### src/eic_pkg.sv
`timescale 1ns / 1ps
package eic_pkg;

  localparam int LINE_MAX       = 16;
  localparam int LINE_COUNT_DEF = 16;
  localparam int PORT_COUNT     = 8;
  localparam int PORT_SEL_W     = $clog2(PORT_COUNT);
  localparam int PIN_W          = 16;
  localparam int ROUTE_W        = 8;
  localparam int DATA_W         = 32;
  localparam int ROUTES_PER_REG = DATA_W / ROUTE_W;

  typedef enum logic [1:0] {
    FN_WRITE  = 2'd0,
    FN_READ   = 2'd1,
    FN_SAMPLE = 2'd2
  } func_t;

  typedef enum logic [3:0] {
    REG_RISE_EN   = 4'd0,
    REG_FALL_EN   = 4'd1,
    REG_RISE_PEND = 4'd2,
    REG_FALL_PEND = 4'd3,
    REG_MASK      = 4'd4,
    REG_ROUTE0    = 4'd5,
    REG_ROUTE1    = 4'd6,
    REG_ROUTE2    = 4'd7,
    REG_ROUTE3    = 4'd8
  } reg_code_t;

  typedef struct packed {
    logic [1:0]        func;
    logic [3:0]        reg_sel;
    logic [DATA_W-1:0] write_data;
    logic [PIN_W-1:0]  port_a_pins;
    logic [PIN_W-1:0]  port_b_pins;
    logic [PIN_W-1:0]  port_c_pins;
    logic [PIN_W-1:0]  port_d_pins;
    logic [PIN_W-1:0]  port_e_pins;
    logic [PIN_W-1:0]  port_f_pins;
    logic [PIN_W-1:0]  port_g_pins;
    logic [PIN_W-1:0]  port_h_pins;
  } req_t;

  typedef struct packed {
    logic [DATA_W-1:0] read_data;
    logic [PIN_W-1:0]  irq_lines;
  } rsp_t;

  // Bus command as seen by every lane.
  typedef struct packed {
    logic              accept;
    logic [1:0]        func;
    logic [3:0]        reg_sel;
    logic [DATA_W-1:0] write_data;
  } lane_cmd_t;

  // What one lane reports to the merge stage.
  typedef struct packed {
    logic               rise_en;
    logic               fall_en;
    logic               rise_pend;
    logic               fall_pend;
    logic               mask;
    logic               irq_next;
    logic [ROUTE_W-1:0] route;
  } lane_stat_t;

endpackage

### src/eic_chan_if.sv
`timescale 1ns / 1ps
interface eic_chan_if #(
  parameter type T = logic
);
  logic valid;
  logic ready;
  T     payload;

  modport source (output valid, output payload, input ready);
  modport sink   (input valid, input payload, output ready);
endinterface

### src/external_interrupt_edge_controller.sv
`timescale 1ns / 1ps
// External interrupt controller for up to sixteen lines, each routed to one of
// eight GPIO ports. Every word on bus_req is a register write, a register read
// or a pin sample tick, and produces exactly one word on bus_rsp carrying the
// read data (zero unless a read) and the masked interrupt lines after the word
// has been applied.
// One lane per line holds that line's enables, pending bits, mask, selector
// and last level; a merge stage gathers the lanes into the read data and the
// interrupt vector, and a single output register holds the result.
// The result shows on bus_rsp in the cycle after acceptance.
// Throughput is one word per cycle, set by the output register: a new word is
// taken whenever that register is empty or being drained in the same cycle.
// When the receiver stalls, the result holds and bus_req.ready drops until the
// result is taken. Reset clears every lane register and the output valid flag:
// no trigger enabled, nothing pending, all lines masked and routed to port 0,
// last levels low, and the output register empty.
module external_interrupt_edge_controller #(
  parameter int LINE_COUNT = eic_pkg::LINE_COUNT_DEF
) (
  input logic       clk,
  input logic       rst,
  eic_chan_if.sink   bus_req,
  eic_chan_if.source bus_rsp
);
  import eic_pkg::*;

  logic                                  in_acc;
  lane_cmd_t                             cmd;
  logic [PORT_COUNT-1:0][PIN_W-1:0]      ports;
  logic [LINE_COUNT-1:0][PORT_COUNT-1:0] lane_pins;
  lane_stat_t [LINE_COUNT-1:0]           lane_stats;
  logic [DATA_W-1:0]                     read_data;
  logic [PIN_W-1:0]                      irq_lines;
  logic [PIN_W-1:0]                      mask_now;
  logic                                  rsp_valid;
  rsp_t                                  rsp_word;

  assign bus_req.ready = !rsp_valid || bus_rsp.ready;
  assign in_acc        = bus_req.valid && bus_req.ready;

  always_comb begin
    cmd.accept     = in_acc;
    cmd.func       = bus_req.payload.func;
    cmd.reg_sel    = bus_req.payload.reg_sel;
    cmd.write_data = bus_req.payload.write_data;
    ports[0]       = bus_req.payload.port_a_pins;
    ports[1]       = bus_req.payload.port_b_pins;
    ports[2]       = bus_req.payload.port_c_pins;
    ports[3]       = bus_req.payload.port_d_pins;
    ports[4]       = bus_req.payload.port_e_pins;
    ports[5]       = bus_req.payload.port_f_pins;
    ports[6]       = bus_req.payload.port_g_pins;
    ports[7]       = bus_req.payload.port_h_pins;
    for (int l = 0; l < LINE_COUNT; l++) begin
      for (int p = 0; p < PORT_COUNT; p++) begin
        lane_pins[l][p] = ports[p][l];
      end
    end
  end

  for (genvar g = 0; g < LINE_COUNT; g++) begin : g_lane
    eic_lane #(
      .LINE (g)
    ) u_lane (
      .clk  (clk),
      .rst  (rst),
      .cmd  (cmd),
      .pins (lane_pins[g]),
      .stat (lane_stats[g])
    );
  end

  eic_merge #(
    .LINE_COUNT (LINE_COUNT)
  ) u_merge (
    .lanes     (lane_stats),
    .func      (bus_req.payload.func),
    .reg_sel   (bus_req.payload.reg_sel),
    .read_data (read_data),
    .irq_lines (irq_lines)
  );

  always_ff @(posedge clk) begin
    if (rst) begin
      rsp_valid <= 1'b0;
    end else if (in_acc) begin
      rsp_valid <= 1'b1;
    end else if (bus_rsp.ready) begin
      rsp_valid <= 1'b0;
    end
  end

  always_ff @(posedge clk) begin
    if (in_acc) begin
      rsp_word.read_data <= read_data;
      rsp_word.irq_lines <= irq_lines;
    end
  end

  assign bus_rsp.valid   = rsp_valid;
  assign bus_rsp.payload = rsp_word;

  always_comb begin
    mask_now = '0;
    for (int l = 0; l < LINE_COUNT; l++) begin
      mask_now[l] = lane_stats[l].mask;
    end
  end

  a_nonread_zero: assert property (@(posedge clk) disable iff (rst)
    in_acc && bus_req.payload.func != FN_READ |=> bus_rsp.payload.read_data == '0)
    else $error("read data not zero after a non-read word");

  a_accept_valid: assert property (@(posedge clk) disable iff (rst)
    in_acc |=> bus_rsp.valid)
    else $error("accepted word gave no result");

  a_irq_masked: assert property (@(posedge clk) disable iff (rst)
    bus_rsp.valid |-> (bus_rsp.payload.irq_lines & ~mask_now) == '0)
    else $error("interrupt line raised on a masked line");

  a_reset_empty: assert property (@(posedge clk)
    $past(rst) |-> !bus_rsp.valid)
    else $error("result valid right after reset");

endmodule

### src/eic_lane.sv
`timescale 1ns / 1ps
module eic_lane #(
  parameter int LINE = 0
) (
  input  logic                                clk,
  input  logic                                rst,
  input  eic_pkg::lane_cmd_t                  cmd,
  input  logic [eic_pkg::PORT_COUNT-1:0]      pins,
  output eic_pkg::lane_stat_t                 stat
);
  import eic_pkg::*;

  localparam logic [3:0] ROUTE_CODE = 4'(REG_ROUTE0) + 4'(LINE / ROUTES_PER_REG);
  localparam int         BYTE_LO    = ROUTE_W * (LINE % ROUTES_PER_REG);

  logic               rise_en, rise_en_next;
  logic               fall_en, fall_en_next;
  logic               rise_pend, rise_pend_next;
  logic               fall_pend, fall_pend_next;
  logic               mask, mask_next;
  logic               last_level, last_level_next;
  logic [ROUTE_W-1:0] route, route_next;
  logic               level;
  logic               wbit;

  always_comb begin
    wbit            = cmd.write_data[LINE];
    level           = (route < ROUTE_W'(PORT_COUNT)) ? pins[route[PORT_SEL_W-1:0]] : 1'b0;
    rise_en_next    = rise_en;
    fall_en_next    = fall_en;
    rise_pend_next  = rise_pend;
    fall_pend_next  = fall_pend;
    mask_next       = mask;
    last_level_next = last_level;
    route_next      = route;
    if (cmd.accept) begin
      case (cmd.func)
        FN_WRITE: begin
          case (cmd.reg_sel)
            REG_RISE_EN:   rise_en_next   = wbit;
            REG_FALL_EN:   fall_en_next   = wbit;
            REG_RISE_PEND: rise_pend_next = rise_pend & ~wbit;
            REG_FALL_PEND: fall_pend_next = fall_pend & ~wbit;
            REG_MASK:      mask_next      = wbit;
            default: begin
              if (cmd.reg_sel == ROUTE_CODE) begin
                route_next = cmd.write_data[BYTE_LO +: ROUTE_W];
              end
            end
          endcase
        end
        FN_SAMPLE: begin
          rise_pend_next  = rise_pend | (level & ~last_level & rise_en);
          fall_pend_next  = fall_pend | (~level & last_level & fall_en);
          last_level_next = level;
        end
        default: ;
      endcase
    end
  end

  always_ff @(posedge clk) begin
    if (rst) begin
      rise_en    <= 1'b0;
      fall_en    <= 1'b0;
      rise_pend  <= 1'b0;
      fall_pend  <= 1'b0;
      mask       <= 1'b0;
      last_level <= 1'b0;
      route      <= '0;
    end else begin
      rise_en    <= rise_en_next;
      fall_en    <= fall_en_next;
      rise_pend  <= rise_pend_next;
      fall_pend  <= fall_pend_next;
      mask       <= mask_next;
      last_level <= last_level_next;
      route      <= route_next;
    end
  end

  always_comb begin
    stat.rise_en   = rise_en;
    stat.fall_en   = fall_en;
    stat.rise_pend = rise_pend;
    stat.fall_pend = fall_pend;
    stat.mask      = mask;
    stat.route     = route;
    stat.irq_next  = (rise_pend_next | fall_pend_next) & mask_next;
  end

endmodule

### src/eic_merge.sv
`timescale 1ns / 1ps
module eic_merge #(
  parameter int LINE_COUNT = eic_pkg::LINE_COUNT_DEF
) (
  input  eic_pkg::lane_stat_t [LINE_COUNT-1:0] lanes,
  input  logic [1:0]                           func,
  input  logic [3:0]                           reg_sel,
  output logic [eic_pkg::DATA_W-1:0]           read_data,
  output logic [eic_pkg::PIN_W-1:0]            irq_lines
);
  import eic_pkg::*;

  logic [LINE_MAX-1:0] rise_en_v, fall_en_v, rise_pend_v, fall_pend_v, mask_v;
  logic [DATA_W-1:0]   route_v;

  always_comb begin
    rise_en_v   = '0;
    fall_en_v   = '0;
    rise_pend_v = '0;
    fall_pend_v = '0;
    mask_v      = '0;
    irq_lines   = '0;
    route_v     = '0;
    for (int l = 0; l < LINE_COUNT; l++) begin
      rise_en_v[l]   = lanes[l].rise_en;
      fall_en_v[l]   = lanes[l].fall_en;
      rise_pend_v[l] = lanes[l].rise_pend;
      fall_pend_v[l] = lanes[l].fall_pend;
      mask_v[l]      = lanes[l].mask;
      irq_lines[l]   = lanes[l].irq_next;
      // Each route register gathers the selectors of four consecutive lines.
      if (reg_sel == 4'(REG_ROUTE0) + 4'(l / ROUTES_PER_REG)) begin
        route_v[ROUTE_W * (l % ROUTES_PER_REG) +: ROUTE_W] = lanes[l].route;
      end
    end
  end

  always_comb begin
    read_data = '0;
    if (func == FN_READ) begin
      case (reg_sel)
        REG_RISE_EN:   read_data = DATA_W'(rise_en_v);
        REG_FALL_EN:   read_data = DATA_W'(fall_en_v);
        REG_RISE_PEND: read_data = DATA_W'(rise_pend_v);
        REG_FALL_PEND: read_data = DATA_W'(fall_pend_v);
        REG_MASK:      read_data = DATA_W'(mask_v);
        REG_ROUTE0, REG_ROUTE1, REG_ROUTE2, REG_ROUTE3: read_data = route_v;
        default:       read_data = '0;
      endcase
    end
  end

endmodule

### src/flat_wrapper.sv
// flat-port wrapper written by rule: the top's interface ports become plain ports
module external_interrupt_edge_controller_flat import eic_pkg::*;
#(
  parameter int LINE_COUNT = eic_pkg::LINE_COUNT_DEF
)
  (clk, rst, bus_req_valid, bus_req_payload, bus_req_ready, bus_rsp_valid, bus_rsp_payload, bus_rsp_ready);
  eic_chan_if #(.T(req_t)) bus_req_i ();
  eic_chan_if #(.T(rsp_t)) bus_rsp_i ();
  input logic clk;
  input logic rst;
  input wire logic [$bits(bus_req_i.valid)-1:0] bus_req_valid;
  input wire logic [$bits(bus_req_i.payload)-1:0] bus_req_payload;
  output wire logic [$bits(bus_req_i.ready)-1:0] bus_req_ready;
  output wire logic [$bits(bus_rsp_i.valid)-1:0] bus_rsp_valid;
  output wire logic [$bits(bus_rsp_i.payload)-1:0] bus_rsp_payload;
  input wire logic [$bits(bus_rsp_i.ready)-1:0] bus_rsp_ready;
  assign bus_req_i.valid = bus_req_valid;
  assign bus_req_i.payload = bus_req_payload;
  assign bus_req_ready = bus_req_i.ready;
  assign bus_rsp_valid = bus_rsp_i.valid;
  assign bus_rsp_payload = bus_rsp_i.payload;
  assign bus_rsp_i.ready = bus_rsp_ready;
  external_interrupt_edge_controller #(.LINE_COUNT(LINE_COUNT)) u_core (.clk(clk), .rst(rst), .bus_req(bus_req_i), .bus_rsp(bus_rsp_i));
endmodule
### config.mk
export PLATFORM = sky130hd
export DESIGN_NAME = external_interrupt_edge_controller_flat
export DESIGN_NICKNAME = d
export VERILOG_FILES = /design/src/eic_pkg.sv /design/src/eic_chan_if.sv /design/src/external_interrupt_edge_controller.sv /design/src/eic_lane.sv /design/src/eic_merge.sv /design/src/flat_wrapper.sv
export SDC_FILE = /design/constraint.sdc
export NUM_CORES = 1
export LEC_CHECK = 0
export ABC_CLOCK_PERIOD_IN_PS = 3100
export BUFFER_PORTS_ARGS = -buffer_cell sky130_fd_sc_hd__clkbuf_2
export CAP_MARGIN = 30
export CORE_UTILIZATION = 46
export DETAILED_ROUTE_END_ITERATION = 6
export HOLD_SLACK_MARGIN = 0.15
export MAX_ROUTING_LAYER = met4
export PLACE_DENSITY = 0.66
export RECOVER_POWER = 50
export SKIP_LAST_GASP = 1
export SLEW_MARGIN = 20
export SYNTH_ARGS = -nofsm -noshare
export SYNTH_HDL_FRONTEND = slang
export SYNTH_HIERARCHICAL = 1
export SYNTH_SLANG_ARGS = --single-unit
### constraint.sdc
create_clock -name clk -period 3.1 [get_ports clk]
set_input_delay 0.155 -clock clk [delete_from_list [all_inputs] [get_ports clk]]
set_output_delay 0.155 -clock clk [all_outputs]
set_load 0.02 [all_outputs]
==> results of run 1 <==
## sequential cells by signal (all words and copies together) (netlist names)
signal / cells
u_core/g_lane.u_lane/route: 128
u_core/g_lane.u_lane/fall_en: 16
u_core/bus_rsp.valid: 1
u_core/bus_rsp.payload: 48
u_core/g_lane.u_lane/rise_pend: 16
u_core/g_lane.u_lane/fall_pend: 16
u_core/g_lane.u_lane/mask: 16
u_core/g_lane.u_lane/rise_en: 16
u_core/g_lane.u_lane/last_level: 16
## through the flow
stage                     hold slack (ps)  util [%]  setup WS, ps  total power [mW]
after floorplan                       217         -           243              4.10
after global placement                397      49.8           607              4.48
after detailed placement              399      49.9           486              4.49
after CTS                             150      54.6           468              8.23
after global routing                  196      54.3          81.3              8.43
final                                 160      54.3           356              8.18
## per-layer routing
metal | vias up | wire length [um] | global-route usage [%]
met1 | 6139 | 19000 | 33.1
met2 | 495 | 19800 | 40.9
met5 | - | 0 | -
li1 | 6109 | - | -
met4 | 0 | 1200 | 7.70
met3 | 84 | 2800 | 2.99
## critical path, delay by kind of cell
family          cells  cell delay, ps
simple gates        3            1170
buf+inv             3            1680
compound gates      1             150
## area by class of cell
| cell class | instances | area (um^2) |
|---|---|---|
| Clock buffer | 52 | 996 |
| Clock inverter | 4 | 47.5 |
| Fill cell | 2971 | 15000 |
| Inverter | 19 | 71.3 |
| Multi-Input combinational cell | 1129 | 8270 |
| Sequential cell | 273 | 5950 |
| Tap cell | 442 | 553 |
| Timing Repair Buffer | 309 | 1920 |
## worst paths after layout
| path | cells after the start | slack (ps) | endpoint | startpoint |
|---|---|---|---|---|
| min reg2reg | 2 | 470 | u_core/g_lane[7].u_lane/last_level | u_core/g_lane[7].u_lane/last_level |
| min | 5 | 160 | u_core/g_lane[4].u_lane/last_level | bus_req_payload[20] |
| max | 7 | 360 | u_core/g_lane[11].u_lane/route[5] | bus_req_payload[160] |
| max reg2reg | 8 | 480 | u_core/bus_rsp.payload[0] | u_core/bus_rsp.valid |
## kinds of logic (layout without fill, tap and decap cells)
| family | count (synthesis) | count (layout) | share of synthesized area [%] |
|---|---|---|---|
| buf+inv | 182 | 384 | 7.86 |
| simple gates | 578 | 578 | 20.1 |
| mux | 284 | 284 | 19.7 |
| flops | 273 | 273 | 38.5 |
| compound gates | 267 | 267 | 13.8 |
## power by group
part	leakage [nW]	internal [mW]	switching, mW
registers	2.30	3.65	0.0285
logic	4.14	0.296	0.486
clock network	0.514	2.24	1.48
total	6.95	6.19	1.99
## cells in the final DEF, fill, tap and decap left out, types with 10 or more instances in the layout
cell type and count:
nor2_1 266, mux2i_1 228, dfxtp_1 225, clkbuf_2 168
nand2_1 61, clkbuf_1 60, dlygate4sd3_1 52, a21oi_1 50
edfxtp_1 48, a22o_1 46, o21ai_0 35, clkbuf_16 32
buf_4 30, nand3_1 29, mux2_2 27, a22oi_1 23
nor3_1 22, o22ai_1 21, nor3b_1 20, inv_1 19
nand3b_1 17, nand2b_1 16, nor2b_1 16, nand4_1 15
mux2_4 14, clkbuf_8 12, o21a_1 12, nand4b_1 10
nor4_1 10, a221oi_2 10
## repair_timing
action                                  CTS  global route
endpoints found under the setup margin    0             0
hold buffers                             52             0
hold endpoints to repair                190             0
==> flow_metrics.env, run 1 <==
export IMPL_tritoncts_num_sinks=273
export IMPL_areaGrowthSynthToFinish_pct=15.4
export IMPL_status="finished, violations left"
export IMPL_commonest_register_cell_after_synthesis="dfxtp_1"
export IMPL_drc=0
export IMPL_gr_total_overflow=0
export IMPL_syn_nets=1754
export IMPL_area_of_the_die_um2=34300
export IMPL_finalSetupViolCount=0
export IMPL_clock_latency_ps=560
export IMPL_drt_wirelength_per_cell_um=19.2
export IMPL_critPathArrivalTime_ps=3180
export IMPL_endpoint_kind="flip-flop"
export IMPL_grt_pass1_wl_um=66800
export IMPL_synthCells=1584
export IMPL_violations="capacitance limit, slew limit"
export IMPL_synthesis_area_per_instance_um2=9.74
export IMPL_postLayoutCellArea_um2=17800
export IMPL_port_buffer_count=219
export IMPL_clock_skew_ps=10.5
export IMPL_register_area_share_after_synthesis_pct=38.5
export IMPL_cts_post_setup_buffers_inserted=0
export IMPL_library_cell_used_as_clock_root_buffer="clkbuf_16"
export IMPL_cts_htree_levels=1
export IMPL_slew_headroom_pct=-53.5
export IMPL_worstPathCellList="dlygate4sd3_1 -> clkbuf_2 -> clkbuf_2 -> nand4bb_1 -> nor2_1 -> nand2_1 -> a21oi_1"
export IMPL_synthTopCellsByArea="dfxtp_1, mux2i_1, edfxtp_1, nor2_1, buf_4"
export IMPL_dpl_cell_area_um2=16300
export IMPL_clock_tree_buffer_depth=3
export IMPL_layout_worst_path_cycle_share_pct=88.5
export IMPL_row_count=66
export IMPL_core_um2=32800
export IMPL_report_final_slew_viol_count=100
export IMPL_vias=12827
export IMPL_drive_above_1_share_pct=21.1
export IMPL_leakage_nw=6.95
export IMPL_power_density_nw_per_um2=459
export IMPL_route_detailed_vias_per_inst=5.76
export IMPL_synth_largest_area_cell="dfxtp_1"
export IMPL_timing_worst_setup_path_type="in -> reg"
export IMPL_hpwlAfterDp_um=29100
export IMPL_dieHeight_um=185
export IMPL_final_net_count=1932
export IMPL_layoutNonFillerInstCount=2228
export IMPL_synth_async_sr_flop_share_pct=0
export IMPL_ys_ff_latch=273
export IMPL_grt_antenna_before_repair=0
export IMPL_io_pins=220
export IMPL_first_global_vias=12365
export IMPL_max_cap_viol_count=1
export IMPL_worst_path_max_delay_cell="clkbuf_2"
export IMPL_drt_first_pass_iters=6
export IMPL_post_synth_design_cell_area_um2=15400
export IMPL_cp_most_frequent_cell="clkbuf_2"
export IMPL_cts_inserted_buffers=30
export IMPL_irDropWorstVdd_v=0.000356
export IMPL_grt_start_max_net_pins=102
export IMPL_critPathRequiredTime_ps=3540
export IMPL_placed_cells_incl_taps=2120
export IMPL_globalplace_congestion=0.877
export IMPL_setup_tns_final_ps=0
export IMPL_clk_transition_reported_paths_ps=60
export IMPL_ant_nets=0
export IMPL_yosys_area_top_type_share_pct=29.2
export IMPL_synth_edf_count=48
export IMPL_detail_route_wirelength_um=42800
export IMPL_yosysMostFrequentCell="nor2_1"
export IMPL_post_cts_resized=0
export IMPL_max_slew_worst_pin_slew_ps=2300
export IMPL_cts_tree="built"
export IMPL_most_frequent_cells_after_synthesis="nor2_1, mux2i_1, dfxtp_1, buf_4, nand2_1"
export IMPL_initialDrtViolationCount=989
export IMPL_final_hold_viol_count=0
export IMPL_initial_standard_cell_utilization_of_the_core_pct=47.1
export IMPL_antenna_diode_count=0
export IMPL_timing_hold_worst_class="in -> reg"
export IMPL_grt_usage_pct=25.3
export IMPL_crit_path_max_incr_delay_ps=810
export IMPL_crit_path_start_kind="input port"
export IMPL_period_minus_slack_ps=2740
export IMPL_die_x_um=185
export IMPL_synth_cell_type_count=82
export IMPL_ys_warnings_count=6
export IMPL_critical_path_peak_fanout=37
export IMPL_clock_fmax_mhz=364
export IMPL_grt_setup_unrepaired="no"
(Power assumes the default switching activity.)
==> run 2: changes to the inputs <==
ABC_AREA = 1   (was default)
TNS_END_PERCENT = 1   (was default)
==> flow_metrics.env, run 2 <==
export IMPL_switching_power_mw=2.14
export IMPL_fill_cell_instance_count_of_the_final_layout=3369
export IMPL_finalSetupViolCount=0
export IMPL_drt_first_pass_iters=5
export IMPL_dieHeight_um=188
export IMPL_synth_async_sr_flop_share_pct=0
export IMPL_max_slew_worst_pin_slew_ps=1440
export IMPL_crit_path_start_kind="input port"
export IMPL_grt_start_max_net_pins=83
export IMPL_synthCells=2325
export IMPL_max_cap_viol_count=0
export IMPL_hpwlAfterDp_um=32300
export IMPL_grt_pass1_wl_um=73500
export IMPL_worstPathCellList="dlygate4sd3_1 -> clkbuf_2 -> clkbuf_4 -> a21oi_2 -> dlygate4sd3_1"
export IMPL_layout_worst_path_cycle_share_pct=91.5
export IMPL_register_area_share_after_synthesis_pct=37.2
export IMPL_port_buffer_count=219
export IMPL_cts_htree_levels=1
export IMPL_final_net_count=2659
export IMPL_library_cell_used_as_clock_root_buffer="clkbuf_16"
export IMPL_irDropWorstVdd_v=0.000394
export IMPL_report_final_slew_viol_count=0
export IMPL_mostFrequentLayoutCell="nand2_1"
export IMPL_post_synth_design_cell_area_um2=16000
export IMPL_cellInternalPower_mw=6.04
export IMPL_cts_post_setup_buffers_inserted=0
export IMPL_synthesis_area_per_instance_um2=6.87
export IMPL_largest_reg_flops=128
export IMPL_power_density_nw_per_um2=452
export IMPL_clk_transition_reported_paths_ps=60
export IMPL_critPathArrivalTime_ps=3280
export IMPL_cts_tree="built"
export IMPL_io_pins=220
export IMPL_row_count=67
export IMPL_power_frac_clock_pct=43.7
export IMPL_final_hold_viol_count=0
export IMPL_comb_power_share_pct=11.0
export IMPL_worst_path_max_delay_cell="clkbuf_2"
export IMPL_grt_antenna_before_repair=3
export IMPL_synth_edf_count=48
export IMPL_mostFrequentLayoutCells="nand2_1, nor2_1, nand3_1, dfxtp_1, inv_1"
export IMPL_grt_usage_pct=26.3
export IMPL_ant_nets=0
export IMPL_core_um2=33900
export IMPL_die_x_um=188
export IMPL_regMostFlops="u_core/g_lane.u_lane/route"
export IMPL_synth_largest_area_cell="dfxtp_1"
export IMPL_endpoint_kind="flip-flop"
export IMPL_timing_worst_setup_path_type="in -> reg"
export IMPL_cp_most_frequent_cell="dlygate4sd3_1"
export IMPL_route_detailed_vias_per_inst=5.26
export IMPL_drc=0
export IMPL_globalplace_congestion=0.904
export IMPL_commonest_register_cell_after_synthesis="dfxtp_1"
export IMPL_synth_cell_type_count=43
export IMPL_grt_setup_unrepaired="no"
export IMPL_crit_path_max_incr_delay_ps=950
export IMPL_final_setup_worst_slack_ps=263
export IMPL_slew_headroom_pct=3.84
export IMPL_clock_latency_ps=560
export IMPL_most_frequent_cells_after_synthesis="nand2_1, nor2_1, nand3_1, dfxtp_1, inv_1"
export IMPL_tritoncts_num_sinks=273
export IMPL_gr_total_overflow=0
export IMPL_post_layout_total_power_mw=8.18
export IMPL_status="finished, final reports clean"
export IMPL_first_global_vias=14526
export IMPL_drt_wirelength_per_cell_um=15.7
export IMPL_clock_fmax_mhz=352
export IMPL_leakage_nw=7.96
export IMPL_setup_tns_final_ps=0
export IMPL_initialDrtViolationCount=1238
export IMPL_vias=15574
export IMPL_drive_above_1_share_pct=14.5
export IMPL_area_of_the_die_um2=35500
export IMPL_timing_hold_worst_class="in -> reg"
export IMPL_yosysMostFrequentCell="nand2_1"
export IMPL_power_switching_share_pct=26.2
export IMPL_clock_tree_buffer_depth=3
export IMPL_dp_slack_ps=803
export IMPL_synthTopCellsByArea="dfxtp_1, nand2_1, nand3_1, edfxtp_1, nor2_1"
export IMPL_yosys_area_top_type_share_pct=28.2
export IMPL_clock_skew_ps=8.27
export IMPL_ys_warnings_count=6
export IMPL_critPathRequiredTime_ps=3540
export IMPL_sequentialPowerShare_pct=45.3
export IMPL_period_minus_slack_ps=2840
export IMPL_ys_ff_latch=273
export IMPL_detail_route_wirelength_um=46500
export IMPL_initial_standard_cell_utilization_of_the_core_pct=47.2
export IMPL_critical_path_peak_fanout=74
export IMPL_cts_inserted_buffers=31
export IMPL_areaGrowthSynthToFinish_pct=13.3
export IMPL_syn_nets=2495
[run 2: path summary, 6_finish.rpt]
path	startpoint	to	slack (ps)	cells past startpoint
setup / recovery	rst	u_core/bus_rsp.valid	260	5
hold / removal	bus_req_payload[84]	u_core/g_lane[4].u_lane/last_level	170	9
setup reg to reg	u_core/g_lane[8].u_lane/route[0]	u_core/g_lane[8].u_lane/last_level	340	10
hold reg to reg	u_core/g_lane[14].u_lane/route[4]	u_core/g_lane[14].u_lane/route[4]	480	2
[run 2: power groups by stage]
stage          sequential [mW]  clock, mW  combinational [mW]
6_report                  3.70       3.58               0.900
2_1_floorplan             3.81          0               0.433
5_1_grt                   3.71       3.80               0.980
4_1_cts                   3.70       3.65               0.919
3_5_place_dp              3.78          0               0.866
3_3_place_gp              3.78          0               0.854
[run 2: cell families after synthesis]
kind of cell           Yosys count  share of synthesized area, %
buffers and inverters          398                          12.8
AOI/OAI and AO/OA              299                          10.8
and+or+nand+nor               1339                          38.2
muxes                           16                          1.00
DFF                            273                          37.2
[run 2: cell type report]
class                           count  area (um^2)  share of cell area [%]
Sequential cell                   273         5950                    32.9
Tap cell                          448          561                    3.10
Antenna cell                        3         7.51                  0.0415
Multi-Input combinational cell   1654         7900                    43.7
Timing Repair Buffer              299         1810                    10.0
Inverter                          230          868                    4.80
Clock buffer                       38          842                    4.65
Clock inverter                     18          151                   0.837
[run 2: layer usage]
metal	GRT usage [%]	up-vias	part of all wire, %
met5	-	-	0
met1	32.9	7047	44
met4	7.07	0	2.4
met3	3.78	82	7.0
met2	44.3	536	47
li1	-	7909	-
[run 2: metrics by stage]
stage          util, %  area [um^2]  instances  hold slack [ps]
6_report          53.4        18100       2963              167
4_1_cts           54.0        18300       2960              152
3_3_place_gp      49.6        16800       2854              441
3_5_place_dp      49.6        16800       2854              455
5_1_grt           53.4        18100       2963              206
2_1_floorplan        -        16000       2325              217
[run 2: repair_timing]
item / 4_1_cts / 5_1_grt
hold buffers: 50 / 0
resized for setup: 0 / 0
hold endpoints to repair: 192 / 0
[run 2: worst max-delay path, delay by kind of cell]
family	cells	cell delay, ps
compound gates	1	40
buf+inv	4	3000
==> run 3: changes to the inputs <==
ABC_CLOCK_PERIOD_IN_PS = 3400   (was 3100)
PLACE_DENSITY = default   (was 0.66)
PLACE_DENSITY_LB_ADDON = 0.3   (was default)
clock period = 3.4 ns   (was 3.1 ns; I/O delays follow)
==> flow_metrics.env, run 3 (same netlist as run 2, synthesis figures left out) <==
export IMPL_drt_first_pass_iters=7
export IMPL_comb_power_share_pct=11.1
export IMPL_tritoncts_num_sinks=273
export IMPL_report_final_slew_viol_count=84
export IMPL_largest_reg_flops=128
export IMPL_period_minus_slack_ps=3010
export IMPL_grt_setup_unrepaired="no"
export IMPL_critical_path_peak_fanout=16
export IMPL_wl_met3_um=3210
export IMPL_final_hold_viol_count=0
export IMPL_vias=15995
export IMPL_areaGrowthSynthToFinish_pct=13.4
export IMPL_detail_route_wirelength_um=47100
export IMPL_drc=1
export IMPL_initial_standard_cell_utilization_of_the_core_pct=47.2
export IMPL_row_count=67
export IMPL_max_cap_viol_count=1
export IMPL_power_switching_share_pct=26.2
export IMPL_ant_nets=0
export IMPL_layout_worst_path_cycle_share_pct=88.5
export IMPL_power_density_nw_per_um2=411
export IMPL_switching_power_mw=1.95
export IMPL_drt_wirelength_per_cell_um=15.9
export IMPL_drive_above_1_share_pct=14.9
export IMPL_regMostFlops="u_core/g_lane.u_lane/route"
export IMPL_power_frac_clock_pct=43.5
export IMPL_max_slew_worst_pin_slew_ps=1930
export IMPL_area_of_the_die_um2=35500
export IMPL_hpwlAfterDp_um=32400
export IMPL_dr_wl_met2_um=22000
export IMPL_grt_start_max_net_pins=85
export IMPL_mostFrequentLayoutCells="nand2_1, nor2_1, nand3_1, dfxtp_1, inv_1"
export IMPL_cts_post_setup_buffers_inserted=0
export IMPL_sequentialPowerShare_pct=45.4
export IMPL_irDropWorstVdd_v=0.000416
export IMPL_crit_path_start_kind="input port"
export IMPL_violations="DRC, capacitance limit, slew limit"
export IMPL_io_pins=220
export IMPL_cts_inserted_buffers=30
export IMPL_postLayoutCellArea_um2=18100
export IMPL_final_hold_worst_slack_ps=173
export IMPL_finalSetupViolCount=0
export IMPL_port_buffer_count=219
export IMPL_slew_headroom_pct=-29.0
export IMPL_critPathRequiredTime_ps=3820
export IMPL_die_x_um=188
export IMPL_dpl_cell_area_um2=16700
export IMPL_initialDrtViolationCount=1265
export IMPL_timing_worst_setup_path_type="in -> reg"
export IMPL_endpoint_kind="flip-flop"
export IMPL_status="finished, violations left"
export IMPL_clock_tree_buffer_depth=3
export IMPL_core_um2=33900
export IMPL_final_net_count=2658
export IMPL_leakage_nw=7.95
export IMPL_critPathArrivalTime_ps=3430
export IMPL_cts_htree_levels=1
export IMPL_gr_total_overflow=0
export IMPL_routed_top_layer="met4"
export IMPL_grt_usage_pct=26.6
export IMPL_finalCoreUtilization_pct=53.5
export IMPL_dieHeight_um=188
export IMPL_route_detailed_vias_per_inst=5.41
export IMPL_clock_fmax_mhz=332
export IMPL_setup_tns_final_ps=0
export IMPL_grt_pass1_wl_um=75100
export IMPL_post_cts_resized=0
export IMPL_mostFrequentLayoutCell="nand2_1"
export IMPL_library_cell_used_as_clock_root_buffer="clkbuf_16"
export IMPL_cts_tree="built"
export IMPL_grt_antenna_before_repair=0
export IMPL_globalplace_congestion=0.884
export IMPL_clk_transition_reported_paths_ps=60
export IMPL_timing_hold_worst_class="in -> reg"
export IMPL_holdBufCountCts=51
export IMPL_cellInternalPower_mw=5.49
export IMPL_clock_skew_ps=16.0
export IMPL_antenna_diode_count=0
export IMPL_first_global_vias=15026
export IMPL_wl_met1_um=20700
export IMPL_clock_latency_ps=570
==> run 3: metal layers <==
layer  GRT usage (%)  vias up
met5               -        -
met1            34.1     7391
li1                -     7906
met2            44.3      605
met4            7.38        0
met3            3.02       93
==> run 3: worst max-delay path: stages <==
cell and delay, ps:
clkbuf_1 850, inv_2 70, nor2_1 870, clkbuf_1 650, buf_4 330, nand3_1 120, nand3_1 140, o21ai_1 90
a21oi_1 120
==> run 3: area by class of cell <==
cell class,instances,area (um^2)
Clock buffer,37,838
Clock inverter,18,139
Fill cell,3350,15800
Inverter,230,868
Multi-Input combinational cell,1654,7980
Sequential cell,273,5950
Tap cell,448,561
Timing Repair Buffer,299,1780
==> run 3: power groups by stage <==
stage | combinational, mW | clock (mW) | sequential, mW
5_1_grt | 0.904 | 3.40 | 3.38
6_report | 0.828 | 3.23 | 3.38
4_1_cts | 0.833 | 3.29 | 3.38
2_1_floorplan | 0.395 | 0 | 3.47
3_5_place_dp | 0.783 | 0 | 3.45
3_3_place_gp | 0.769 | 0 | 3.45
==> run 3: path summary, 6_finish.rpt <==
kind | to | slack, ps | depth (start not counted) | start
setup reg to reg | u_core/g_lane[11].u_lane/last_level | 610 | 10 | u_core/g_lane[11].u_lane/route[0]
hold / removal | u_core/g_lane[4].u_lane/last_level | 170 | 9 | bus_req_payload[116]
hold reg to reg | u_core/g_lane[12].u_lane/route[7] | 480 | 2 | u_core/g_lane[12].u_lane/route[7]
setup / recovery | u_core/bus_rsp.payload[41] | 390 | 9 | bus_req_payload[161]
==> run 3: stage by stage <==
step	instances	power [mW]	setup WS, ps
global placement	2852	4.22	976
CTS	2959	7.50	657
detailed placement	2853	4.23	979
floorplan	2325	3.87	429
finish	2959	7.44	391
global route	2959	7.69	225
